<file path="src/rtl/button_event_tracker_defines.svh">
// Assertion macros used by the button event tracker top level.
`ifndef BUTTON_EVENT_TRACKER_DEFINES_SVH
`define BUTTON_EVENT_TRACKER_DEFINES_SVH

`ifndef NO_ASSERTIONS
// Checked while out of reset.
`define BET_ASSERT(label, prop) \
	label: assert property (@(posedge clk) disable iff (!arst_n) prop) \
		else $error("bet assertion failed");
// Checked on every edge, reset included.
`define BET_ASSERT_ALWAYS(label, prop) \
	label: assert property (@(posedge clk) prop) \
		else $error("bet assertion failed");
`else
`define BET_ASSERT(label, prop)
`define BET_ASSERT_ALWAYS(label, prop)
`endif

`endif

</file>
<file path="src/rtl/bet_pkg.sv">
// Types and constants shared by the button event tracker modules.
`default_nettype none
package bet_pkg;

	localparam int ModeW    = 3;
	localparam int BitsW    = 8;
	localparam int TicksW   = 17;
	localparam int IndexW   = 5;
	localparam int TimeW    = 32;
	localparam int CountW   = 8;
	localparam int DivW     = 4;
	localparam int CfgIdxW  = 1;
	localparam int DirectButtons = 5;
	localparam int HatOffset     = 4;

	// Configuration register indexes
	localparam logic [CfgIdxW-1:0] CFG_BIOS_MODE      = 1'b0;
	localparam logic [CfgIdxW-1:0] CFG_DEVICE_PRESENT = 1'b1;

	// Item operations
	typedef enum logic [ModeW-1:0] {
		OP_TICK        = 3'd0,
		OP_READ_STATE  = 3'd1,
		OP_READ_DOWN   = 3'd2,
		OP_READ_UP     = 3'd3,
		OP_READ_TIME   = 3'd4,
		OP_SET         = 3'd5,
		OP_FLUSH       = 3'd6
	} op_t;

	// Controller states
	typedef enum logic [1:0] {
		S_IDLE,
		S_EXEC,
		S_HOLD
	} state_t;

	// Commands from controller to datapath
	typedef struct packed {
		logic load;
		logic exec;
	} cmd_t;

endpackage
`default_nettype wire

</file>
<file path="src/rtl/bet_ctrl.sv">
// Controller state machine: item handshake and datapath sequencing.
`default_nettype none
module bet_ctrl (
	input  wire logic          clk,
	input  wire logic          arst_n,
	input  wire logic          in_valid,
	output logic               in_ready,
	output logic               out_valid,
	input  wire logic          out_ready,
	output bet_pkg::cmd_t      cmd
);
	import bet_pkg::*;

	state_t state_q;
	state_t state_d;

	// State register
	always_ff @(posedge clk or negedge arst_n) begin
		if (!arst_n) begin
			state_q <= S_IDLE;
		end else begin
			state_q <= state_d;
		end
	end

	// Next state and commands
	always_comb begin
		state_d   = state_q;
		in_ready  = 1'b0;
		out_valid = 1'b0;
		cmd       = '0;
		case (state_q)
			S_IDLE: begin
				in_ready = 1'b1;
				if (in_valid) begin
					cmd.load = 1'b1;
					state_d  = S_EXEC;
				end
			end
			S_EXEC: begin
				cmd.exec = 1'b1;
				state_d  = S_HOLD;
			end
			S_HOLD: begin
				// result waits; the next item may enter as it leaves
				out_valid = 1'b1;
				in_ready  = out_ready;
				if (out_ready) begin
					if (in_valid) begin
						cmd.load = 1'b1;
						state_d  = S_EXEC;
					end else begin
						state_d = S_IDLE;
					end
				end
			end
			default: begin
				state_d = S_IDLE;
			end
		endcase
	end

endmodule
`default_nettype wire

</file>
<file path="config.mk">
export PLATFORM = sky130hd
export DESIGN_NAME = bet_ctrl
export DESIGN_NICKNAME = d
export VERILOG_FILES = /design/src/rtl/button_event_tracker_defines.svh /design/src/rtl/bet_pkg.sv /design/src/rtl/bet_ctrl.sv
export SDC_FILE = /design/constraint.sdc
export NUM_CORES = 1
export LEC_CHECK = 0
export BUFFER_PORTS_ARGS = -buffer_cell sky130_fd_sc_hd__buf_2
export CORE_AREA = 4 4 41 43
export CTS_CLUSTER_SIZE = 10
export DETAILED_ROUTE_END_ITERATION = 8
export DIE_AREA = 0 0 45 47
export GPL_ROUTABILITY_DRIVEN = 0
export PLACE_DENSITY_LB_ADDON = 0.15
export SETUP_SLACK_MARGIN = 0.5
export SYNTH_ARGS = -nofsm -noshare
export SYNTH_HDL_FRONTEND = slang
export SYNTH_SLANG_ARGS = --single-unit
</file>
<file path="constraint.sdc">
create_clock -name clk -period 2.5 [get_ports clk]
set_clock_uncertainty 0.1 [all_clocks]
set_input_delay 0.25 -clock clk [delete_from_list [all_inputs] [get_ports clk]]
set_output_delay 0.25 -clock clk [all_outputs]
set_load 0.02 [all_outputs]
</file>
==> metrics.cfg <==
[status]
outcome = complete, no violations

[clock_network]
cts-resized-gates = 0
cts.clk_slew.worst_paths_ps = 30
cts_buffers = 3
cts_sinks = 2
h-tree-depth = 1
max-clock-path-buffers = 2
root_buffer = clkbuf_4
clkLatencyLatePin_ps = 220
cts_tree = built

[global_routing]
grt_max_degree = 7
grt_pass1_wl_microns = 441
track_usage_pct = 3.71
grt-ovfl-total = 0
grt_use_met2_pct = 2.82
use_met1_pct = 3.64
grt.busiest_layer = met4
antenna_found_initial = 0
grtUsageMet3_pct = 2.30
grt_pass1_vias = 119

[floorplanning]
core-area_sq_um = 1300
ioPinCount = 8
start_util_pct = 8.94
die_y_microns = 47
die_w_microns = 45
dieArea_sq_um = 2120
rows = 13

[yosys]
seq_area_frac_synth_pct = 43.0
synthSimpleGateAreaFrac_pct = 40.9
syn_area_sq_um = 116
syn-instance-count = 11
synthXorXnorAreaFrac_pct = 0
synth_top_family_by_area = simple AND/OR/NAND/NOR gates
avgSynthCellArea_sq_um = 10.6
synthAdderAreaFrac_pct = 0
synth-seq-cells = 2
synth_compound_area_share_pct = 6.45
synth_nets = 15
synth.area.mux_share_pct = 0
yosysWarnings = 0
ys_types = 9

[critical_path]
reg2regPathDepth = 2
path_buf_inv = 1
required_ps = 2150
r2r_setup_slack_ps = 1530
r2r_end = state_q[1]$_DFFE_PN0P_
path_max_fanout = 4
crit_family = flip-flops
crit_type = flip-flop to output port
start_kind = flip-flop
critical-path-slowest-cell = dfrtp_1
reg2reg_from = state_q[0]$_DFFE_PN0P_
end_kind = output port
worstPathArrival_ps = 1120
crit_path_max_incr_delay_ps = 390
path_cells = nor2b_4 -> nor3b_1 -> buf_2

[cells_and_area]
reg_top3 = state_q (2)
final_cell_mix = 7 x buf_2, 3 x clkbuf_4, 2 x nor3b_1, 2 x dfrtp_1
top_register = state_q
drive_gt1_share_pct = 57.1
final_common_cell = buf_2
area_growth_pct = 67.7
nNetsFinal = 27
antennaDiodeCount = 0
finalInstanceArea_sq_um = 195
fillCellCount = 154
fin_cells = 36
largest_reg_flops = 2

[detailed_routing]
first_pass_iters = 2
drtIter0Drc = 2
routed-via-count = 99
drt-vias-per-instance = 2.75
post-route-drc-count = 0
post_drt_wl_per_cell_microns = 8.19
wl_microns = 295
ant_nets = 0

[power_and_ir_drop]
p_per_area_nw_per_um2 = 851
max-vdd-ir-drop_v = 0.000226
leakagePower_nw = 0.101
total_power_uw = 166

[timing]
timing.hold.ws_ps = 204
clock.fmax_ghz = 0.682
hold_viol_final = 0
slew_viol_final = 0
final.period_utilization_pct = 58.6
fin_crit_ps = 1470
rsz0062_at_grt = no
slew_headroom_pct = 88.0
tns_ps = 0
finalSetupViolations = 0
worstMarginPinSlew_ps = 180

[hold_path]
hp-start = in_valid
hold_end = state_q[0]$_DFFE_PN0P_
hold_path.class = primary input to flip-flop
hold_depth = 2

[placement]
hpwl_microns = 216
port-buffer-count = 7
place_area_sq_um = 163
dp_cells = 32

[job]
cap_violations = 0

-- final cells by class --
cell class / instances / area, sq um / share of cell area, %
clock buffers: 3 / 22.5 / 11.5
inverters: 1 / 3.75 / 1.92
multi-input cells: 7 / 55.1 / 28.2
flip-flops and latches: 2 / 50.0 / 25.6
well taps: 15 / 18.8 / 9.62
repair buffers: 8 / 45.0 / 23.1
-- metal layers --
layer	wire length, microns	vias to the layer above	part of all wire (%)
met2	107	7	36
met1	126	37	43
met3	60	0	20
met5	0	-	0
met4	0	0	0
li1	-	55	-
-- synth_stat cells (all sizes together) --
cell type  instances  area, sq um
nor2b              3         28.8
inv                1         3.75
a21o               1         7.51
dfrtp              2         50.1
nor2               1         3.75
buf                1         7.51
nor3b              2         15.0
-- logic make-up (layout without fill, tap and decap cells) --
kind of cell	after synthesis	after routing
DFF	2	2
AOI/OAI and AO/OA	1	1
and+or+nand+nor	6	6
buffers and inverters	2	12
-- power breakdown --
group / internal (mW) / switching, mW
Clock: 0.0529 / 0.0180
Combinational: 0.0227 / 0.0274
Sequential: 0.0385 / 0.00658
Total: 0.114 / 0.0520
-- worst reg2reg max path, stage by stage (launching register included) --
cell and delay [ps]:
dfrtp_1 420, nor2b_2 180, a21o_1 150
-- worst max path at each step --
| stage | from | end | cells after the start |
|---|---|---|---|
| after floorplan | state_q[1]$_DFFE_PN0P_ | cmd[1] | 2 |
| after global placement | state_q[1]$_DFFE_PN0P_ | cmd[1] | 3 |
| after detailed placement | state_q[1]$_DFFE_PN0P_ | cmd[1] | 3 |
| after CTS | state_q[1]$_DFFE_PN0P_ | cmd[1] | 3 |
| after global routing | state_q[1]$_DFFE_PN0P_ | cmd[1] | 3 |
| final | state_q[1]$_DFFE_PN0P_ | cmd[1] | 3 |
-- through the flow --
stage | setup slack [ps] | utilization, %
after detailed placement | 1270 | 12.5
after global routing | 977 | 15.0
after CTS | 1010 | 15.0
after floorplan | 1120 | -
final | 1030 | 15.0
after global placement | 1260 | 12.5
-- timing repair --
action,in CTS,in global routing
setup endpoints to repair,0,0
buffers inserted,0,0
hold buffers,1,0
hold endpoints to repair,2,0
No activity file was read; power rests on OpenSTA's default activity.
