### src/rtl/button_event_tracker_defines.svh
// Assertion macros used by the button event tracker top level.
`ifndef BUTTON_EVENT_TRACKER_DEFINES_SVH
`define BUTTON_EVENT_TRACKER_DEFINES_SVH

`ifndef NO_ASSERTIONS
// Checked while out of reset.
`define BET_ASSERT(label, prop) \
	label: assert property (@(posedge clk) disable iff (!arst_n) prop) \
		else $error("bet assertion failed");
// Checked on every edge, reset included.
`define BET_ASSERT_ALWAYS(label, prop) \
	label: assert property (@(posedge clk) prop) \
		else $error("bet assertion failed");
`else
`define BET_ASSERT(label, prop)
`define BET_ASSERT_ALWAYS(label, prop)
`endif

`endif

### src/rtl/bet_pkg.sv
// Types and constants shared by the button event tracker modules.
`default_nettype none
package bet_pkg;

	localparam int ModeW    = 3;
	localparam int BitsW    = 8;
	localparam int TicksW   = 17;
	localparam int IndexW   = 5;
	localparam int TimeW    = 32;
	localparam int CountW   = 8;
	localparam int DivW     = 4;
	localparam int CfgIdxW  = 1;
	localparam int DirectButtons = 5;
	localparam int HatOffset     = 4;

	// Configuration register indexes
	localparam logic [CfgIdxW-1:0] CFG_BIOS_MODE      = 1'b0;
	localparam logic [CfgIdxW-1:0] CFG_DEVICE_PRESENT = 1'b1;

	// Item operations
	typedef enum logic [ModeW-1:0] {
		OP_TICK        = 3'd0,
		OP_READ_STATE  = 3'd1,
		OP_READ_DOWN   = 3'd2,
		OP_READ_UP     = 3'd3,
		OP_READ_TIME   = 3'd4,
		OP_SET         = 3'd5,
		OP_FLUSH       = 3'd6
	} op_t;

	// Controller states
	typedef enum logic [1:0] {
		S_IDLE,
		S_EXEC,
		S_HOLD
	} state_t;

	// Commands from controller to datapath
	typedef struct packed {
		logic load;
		logic exec;
	} cmd_t;

endpackage
`default_nettype wire

### src/rtl/bet_datapath.sv
// Datapath: button state, counters, held time, sampling and read mux.
`default_nettype none
module bet_datapath #(
	parameter int BUTTON_COUNT = 20
) (
	input  wire logic                          clk,
	input  wire logic                          arst_n,
	input  wire bet_pkg::cmd_t                 cmd,
	input  wire logic                          cfg_wr,
	input  wire logic [bet_pkg::CfgIdxW-1:0]   cfg_index,
	input  wire logic                          cfg_data,
	input  wire logic [bet_pkg::ModeW-1:0]     mode,
	input  wire logic [bet_pkg::BitsW-1:0]     button_bits,
	input  wire logic [bet_pkg::TicksW-1:0]    tick_count,
	input  wire logic [bet_pkg::IndexW-1:0]    button_index,
	input  wire logic                          set_state,
	input  wire logic [bet_pkg::TimeW-1:0]     set_time,
	input  wire logic [bet_pkg::CountW-1:0]    set_down_count,
	input  wire logic [bet_pkg::CountW-1:0]    set_up_count,
	output logic [bet_pkg::TimeW-1:0]          read_value
);
	import bet_pkg::*;

	localparam int BtnIdxW = (BUTTON_COUNT > 1) ? $clog2(BUTTON_COUNT) : 1;

	// Item registers
	op_t                op_q;
	logic [BitsW-1:0]   bits_q;
	logic [TicksW-1:0]  ticks_q;
	logic [IndexW-1:0]  idx_q;
	logic               set_state_q;
	logic [TimeW-1:0]   set_time_q;
	logic [CountW-1:0]  set_down_q;
	logic [CountW-1:0]  set_up_q;
	logic [TimeW-1:0]   result_q;

	// Configuration
	logic bios_mode_q;
	logic present_q;

	// Per-button state
	logic [BUTTON_COUNT-1:0] prev_q;
	logic [BUTTON_COUNT-1:0] pressed_q;
	logic [BUTTON_COUNT-1:0] ovr_q;
	logic [TimeW-1:0]        held_q    [BUTTON_COUNT];
	logic [CountW-1:0]       down_q    [BUTTON_COUNT];
	logic [CountW-1:0]       up_q      [BUTTON_COUNT];
	logic [DivW-1:0]         div_q;
	logic [BitsW-1:0]        sample_q;

	logic [DivW-1:0]         div_inc;
	logic                    take_sample;
	logic [BitsW-1:0]        value;
	logic [BitsW:0]          hat_pos;
	logic [BUTTON_COUNT-1:0] lvl;
	logic                    in_range;
	logic                    read_ok;
	logic [BtnIdxW-1:0]      sel;
	logic [TimeW-1:0]        rd_c;

	// Capture the item and the result; payload only
	always_ff @(posedge clk) begin
		if (cmd.load) begin
			op_q        <= op_t'(mode);
			bits_q      <= button_bits;
			ticks_q     <= tick_count;
			idx_q       <= button_index;
			set_state_q <= set_state;
			set_time_q  <= set_time;
			set_down_q  <= set_down_count;
			set_up_q    <= set_up_count;
		end
		if (cmd.exec) begin
			result_q <= rd_c;
		end
	end

	assign read_value = result_q;

	// BIOS sampling: new byte on every eighth tick
	assign div_inc     = div_q + DivW'(1);
	assign take_sample = div_inc[DivW-1];
	always_comb begin
		if (bios_mode_q) begin
			value = take_sample ? bits_q : sample_q;
		end else begin
			value = bits_q;
		end
	end

	// Decode levels: direct bits, then hat positions
	assign hat_pos = {1'b0, value} + (BitsW+1)'(HatOffset);
	always_comb begin
		for (int i = 0; i < BUTTON_COUNT; i++) begin
			if (i < DirectButtons) begin
				lvl[i] = value[i];
			end else begin
				lvl[i] = (hat_pos == (BitsW+1)'(i));
			end
		end
	end

	// Addressed button
	assign in_range = ({1'b0, idx_q} < (IndexW+1)'(BUTTON_COUNT));
	assign read_ok  = present_q && in_range;
	assign sel      = idx_q[BtnIdxW-1:0];

	// Read mux
	always_comb begin
		rd_c = '0;
		case (op_q)
			OP_READ_STATE: if (read_ok) rd_c = TimeW'(pressed_q[sel]);
			OP_READ_DOWN:  if (read_ok) rd_c = TimeW'(down_q[sel]);
			OP_READ_UP:    if (read_ok) rd_c = TimeW'(up_q[sel]);
			OP_READ_TIME:  if (read_ok) rd_c = held_q[sel];
			default:       rd_c = '0;
		endcase
	end

	// Configuration registers
	always_ff @(posedge clk or negedge arst_n) begin
		if (!arst_n) begin
			bios_mode_q <= 1'b0;
			present_q   <= 1'b0;
		end else if (cfg_wr) begin
			case (cfg_index)
				CFG_BIOS_MODE:      bios_mode_q <= cfg_data;
				CFG_DEVICE_PRESENT: present_q   <= cfg_data;
				default: ;
			endcase
		end
	end

	// Button state update
	always_ff @(posedge clk or negedge arst_n) begin
		if (!arst_n) begin
			prev_q    <= '0;
			pressed_q <= '0;
			ovr_q     <= '0;
			div_q     <= '0;
			sample_q  <= '0;
			for (int i = 0; i < BUTTON_COUNT; i++) begin
				held_q[i] <= '0;
				down_q[i] <= '0;
				up_q[i]   <= '0;
			end
		end else if (cmd.exec) begin
			case (op_q)
				OP_TICK: begin
					if (bios_mode_q) begin
						div_q <= take_sample ? '0 : div_inc;
						if (take_sample) begin
							sample_q <= bits_q;
						end
					end
					for (int i = 0; i < BUTTON_COUNT; i++) begin
						if (!ovr_q[i]) begin
							if (prev_q[i] == lvl[i]) begin
								if (lvl[i]) begin
									held_q[i] <= held_q[i] + TimeW'(ticks_q);
								end
							end else begin
								if (lvl[i]) begin
									down_q[i]    <= down_q[i] + CountW'(1);
									pressed_q[i] <= 1'b1;
								end else begin
									// adds nothing when a flush cleared pressed
									up_q[i]      <= up_q[i] + CountW'(pressed_q[i]);
									pressed_q[i] <= 1'b0;
								end
								prev_q[i] <= lvl[i];
							end
						end
					end
				end
				OP_READ_DOWN: if (read_ok) down_q[sel] <= '0;
				OP_READ_UP:   if (read_ok) up_q[sel]   <= '0;
				OP_READ_TIME: if (read_ok) held_q[sel] <= '0;
				OP_SET: begin
					if (in_range) begin
						ovr_q[sel]     <= 1'b1;
						pressed_q[sel] <= set_state_q;
						held_q[sel]    <= set_time_q;
						down_q[sel]    <= set_down_q;
						up_q[sel]      <= set_up_q;
					end
				end
				OP_FLUSH: begin
					if (present_q) begin
						ovr_q     <= '0;
						pressed_q <= '0;
						for (int i = 0; i < BUTTON_COUNT; i++) begin
							held_q[i] <= '0;
							down_q[i] <= '0;
							up_q[i]   <= '0;
						end
					end
				end
				default: ;
			endcase
		end
	end

endmodule
`default_nettype wire

### config.mk
export PLATFORM = sky130hd
export DESIGN_NAME = bet_datapath
export DESIGN_NICKNAME = d
export VERILOG_FILES = /design/src/rtl/button_event_tracker_defines.svh /design/src/rtl/bet_pkg.sv /design/src/rtl/bet_datapath.sv
export SDC_FILE = /design/constraint.sdc
export NUM_CORES = 2
export LEC_CHECK = 0
export BUFFER_PORTS_ARGS = -buffer_cell sky130_fd_sc_hd__buf_2
export CORE_ASPECT_RATIO = 1.5
export CORE_MARGIN = 5
export CORE_UTILIZATION = 50
export CTS_BUF_LIST = sky130_fd_sc_hd__clkbuf_4 sky130_fd_sc_hd__clkbuf_8
export DETAILED_ROUTE_END_ITERATION = 10
export PLACE_DENSITY = 0.76
export SETUP_SLACK_MARGIN = 0.15
export SYNTH_ARGS = -nofsm -noshare
export SYNTH_HDL_FRONTEND = slang
export SYNTH_SLANG_ARGS = --single-unit
### constraint.sdc
create_clock -name clk -period 3.9 [get_ports clk]
set_input_delay 0.585 -clock clk [delete_from_list [all_inputs] [get_ports clk]]
set_output_delay 0.585 -clock clk [all_outputs]
set_load 0.02 [all_outputs]
==> impl_metrics.json <==
{
  "synth_area_um2": 83900,
  "via_per_inst": 7.24,
  "vias": 87700,
  "worst_skew_pair.late_latency_ns": 1.02,
  "grt_pass1_vias": 85000,
  "async_flop_share_pct": 90.1,
  "drive_gt1_share_pct": 16.0,
  "violations": "capacitance limit",
  "cp_common_cell": "buf_4",
  "clk_path_buf_depth": 3,
  "overflow": 0,
  "setup_viol_count_final": 0,
  "path_cells": "buf_12 -> buf_4 -> mux4_2 -> mux2i_1 -> buf_4 -> o21ai_0 -> a222oi_1 -> buf_4 -> nor2_1",
  "cpMaxStageDelayCell": "a222oi_1",
  "cts-htree-levels": 4,
  "cts_tree": "done",
  "power_density_nw_per_um2": 627,
  "finalHoldViolations": 0,
  "grt_pass1_wl_um": 593000,
  "crit_arrival_ns": 4.49,
  "p_leak_nw": 40.1,
  "die_x_um": 344,
  "drt-total-wl_um": 415000,
  "syn_inst": 9286,
  "fin_tns_setup_ns": 0,
  "skew_ns": 0.0509,
  "io_pins": 121,
  "ys_types": 95,
  "critPathCaptureType": "register",
  "synthTopCellsByArea": "dfrtp_1 (31%), mux4_2 (6.9%), o21ai_0 (6.2%)",
  "num_rows": 184,
  "worstPathRequired_ns": 4.64,
  "ys_top_cells_by_count": "dfrtp_1 (1033), o21ai_0 (1033), nand2_1 (757), nor2_1 (586), clkbuf_1 (531)",
  "synth.largest_area_cell": "dfrtp_1",
  "syn_nets": 9797,
  "numCtsBuffers": 197,
  "max_stage_delay_ns": 1.02,
  "status": "complete, but fails checks",
  "relSlewSlack_pct": 0.0690,
  "dr.pass1.iters": 8,
  "wl_per_cell_um": 34.3,
  "start_kind": "register",
  "maxCapViolations": 1,
  "drt-initial-drc-count": 11600,
  "synth_edf_count": 114,
  "hold_path_class": "in2reg",
  "max_freq_mhz": 267,
  "yosysSeqAreaShare_pct": 34.9,
  "initial_core_util_pct": 50.2,
  "yosys.area.top_type_share_pct": 30.8,
  "num-fill-cells": 14800,
  "tightest_slew_ns": 1.49,
  "crit_buf_inv": 4,
  "ys_seq_elements": 1147,
  "rsz0062_at_grt": "yes",
  "slew_viol_final": 0,
  "core_um2": 167000,
  "fin_crit_ns": 3.75,
  "hpwl_um": 300000,
  "clk_pin_slew_ns": 0.07,
  "antenna_found_initial": 31,
  "whs_ns": 0.0682,
  "final_nets": 10200,
  "synth.avg_cell_area_um2": 9.03,
  "cts_sinks": 1147,
  "grt.total_usage_pct": 45.9,
  "dieArea_um2": 176000,
  "fin_crit_sh_pct": 96.1,
  "syn2layout_area_growth_pct": 15.2,
  "cts-root-buf": "clkbuf_8",
  "port_buffers": 120,
  "ir_worst_vdd_v": 0.000456,
  "die_height_um": 512,
  "ant_nets": 0,
  "path_delay_family": "compound AO/OA/AOI/OAI gates",
  "grt_max_degree": 133,
  "synthFlopType": "dfrtp_1",
  "path_class": "reg2reg",
  "synth.yosys.warnings": 0,
  "drc": 0,
  "place_congestion": 1.06,
  "cp_max_fo": 12
}
## power by group
| group | internal, W | switching (W) | leakage (nW) | total (W) |
|---|---|---|---|---|
| clock network | 0.00706 | 0.00595 | 2.34 | 0.0130 |
| logic | 0.0122 | 0.0165 | 23.4 | 0.0287 |
| registers | 0.0149 | 0.00400 | 14.4 | 0.0189 |
## final cells by class
class / count / area (µm²) / share of cell area (%)
clock buffer: 290 / 3670 / 3.80
timing repair buffer: 836 / 7070 / 7.32
antenna: 25 / 62.6 / 0.0648
sequential: 1147 / 29300 / 30.3
inverter: 221 / 833 / 0.863
multi-input combinational: 7299 / 52100 / 53.9
tap: 2232 / 2790 / 2.89
clock inverter: 72 / 811 / 0.839
## worst register-to-register path, delay by kind of cell, from the launching register on
| kind | cells | cell delay (ns) |
|---|---|---|
| and+or+nand+nor | 1 | 0.04 |
| AOI/OAI and AO/OA | 2 | 1.31 |
| buffers and inverters | 4 | 0.98 |
| muxes | 2 | 0.77 |
| DFF | 1 | 0.38 |
## layer usage
layer	GRT usage, %	share of wire (%)
met5	0	0.038
met3	12.8	11
met2	68.2	43
met1	51.2	33
met4	46.9	13
## sequential cells by signal (all words and copies together) (netlist names), 17 cells and up
| name | count |
|---|---|
| down_q | 160 |
| held_q | 640 |
| ovr_q | 20 |
| pressed_q | 20 |
| prev_q | 20 |
| read_value | 32 |
| set_time_q | 32 |
| ticks_q | 17 |
| up_q | 160 |
## through the flow
stage	utilization [%]	setup slack [ns]	total power, W	area (µm²)	cells
finish	57.8	0.153	0.0606	96600	12100
CTS	57.6	0.172	0.0593	96200	12100
global route	57.8	0.135	0.0634	96500	12100
floorplan	-	0.107	0.0363	84000	9286
detailed placement	54.4	0.0764	0.0462	90900	11600
global placement	54.4	0.0445	0.0455	90900	11600
## kinds of logic (layout without fill, tap and decap cells)
family	Yosys count	count (layout)	synth area share [%]
AO/OA/AOI/OAI	3556	3556	28.1
XOR/XNOR	378	378	3.95
multiplexers	358	358	8.11
other	0	25	0
adder cells (fa/ha/maj)	422	422	6.48
buffers and inverters	840	1419	3.79
AND/OR/NAND/NOR	2585	2585	14.7
flip-flops	1147	1147	34.9
## path summary, 6_finish.rpt
| check | start | endpoint | slack, ns | cells after the start |
|---|---|---|---|---|
| min in group asynchronous | arst_n | up_q[143] | 0.15 | 2 |
| setup / recovery | idx_q[1] | read_value[13] | 0.15 | 9 |
| max in group asynchronous | arst_n | down_q[23] | 2.41 | 3 |
| hold reg to reg | held_q[320] | held_q[320] | 0.51 | 2 |
| setup reg to reg | idx_q[1] | read_value[13] | 0.15 | 9 |
| hold / removal | cmd[1] | set_down_q[3] | 0.07 | 1 |
## cells in the final DEF (no fill, tap or decap), types with 87 or more instances in the layout
master,instances
buf_4,560
nor3_1,151
dfrtp_1,1033
buf_2,118
a31oi_1,138
clkbuf_8,239
and3_1,214
xor2_1,213
nand3_1,404
nor2_1,570
a21o_1,153
a22oi_1,207
inv_1,219
a21oi_1,476
o22ai_1,302
ha_1,401
o21ai_0,1012
mux4_2,256
nand2_1,744
edfxtp_1,114
xnor2_1,165
o221ai_1,107
dlygate4sd3_1,87
a22o_1,353
## repair_timing
item,in CTS,in global routing
buffers inserted,2,6
cloned,0,0
pin swaps,0,6
hold endpoints to repair,145,0
hold buffers,87,0
resized for setup,6,52
endpoints found under the setup margin,26,150
No activity file was read; power rests on OpenSTA's default activity.
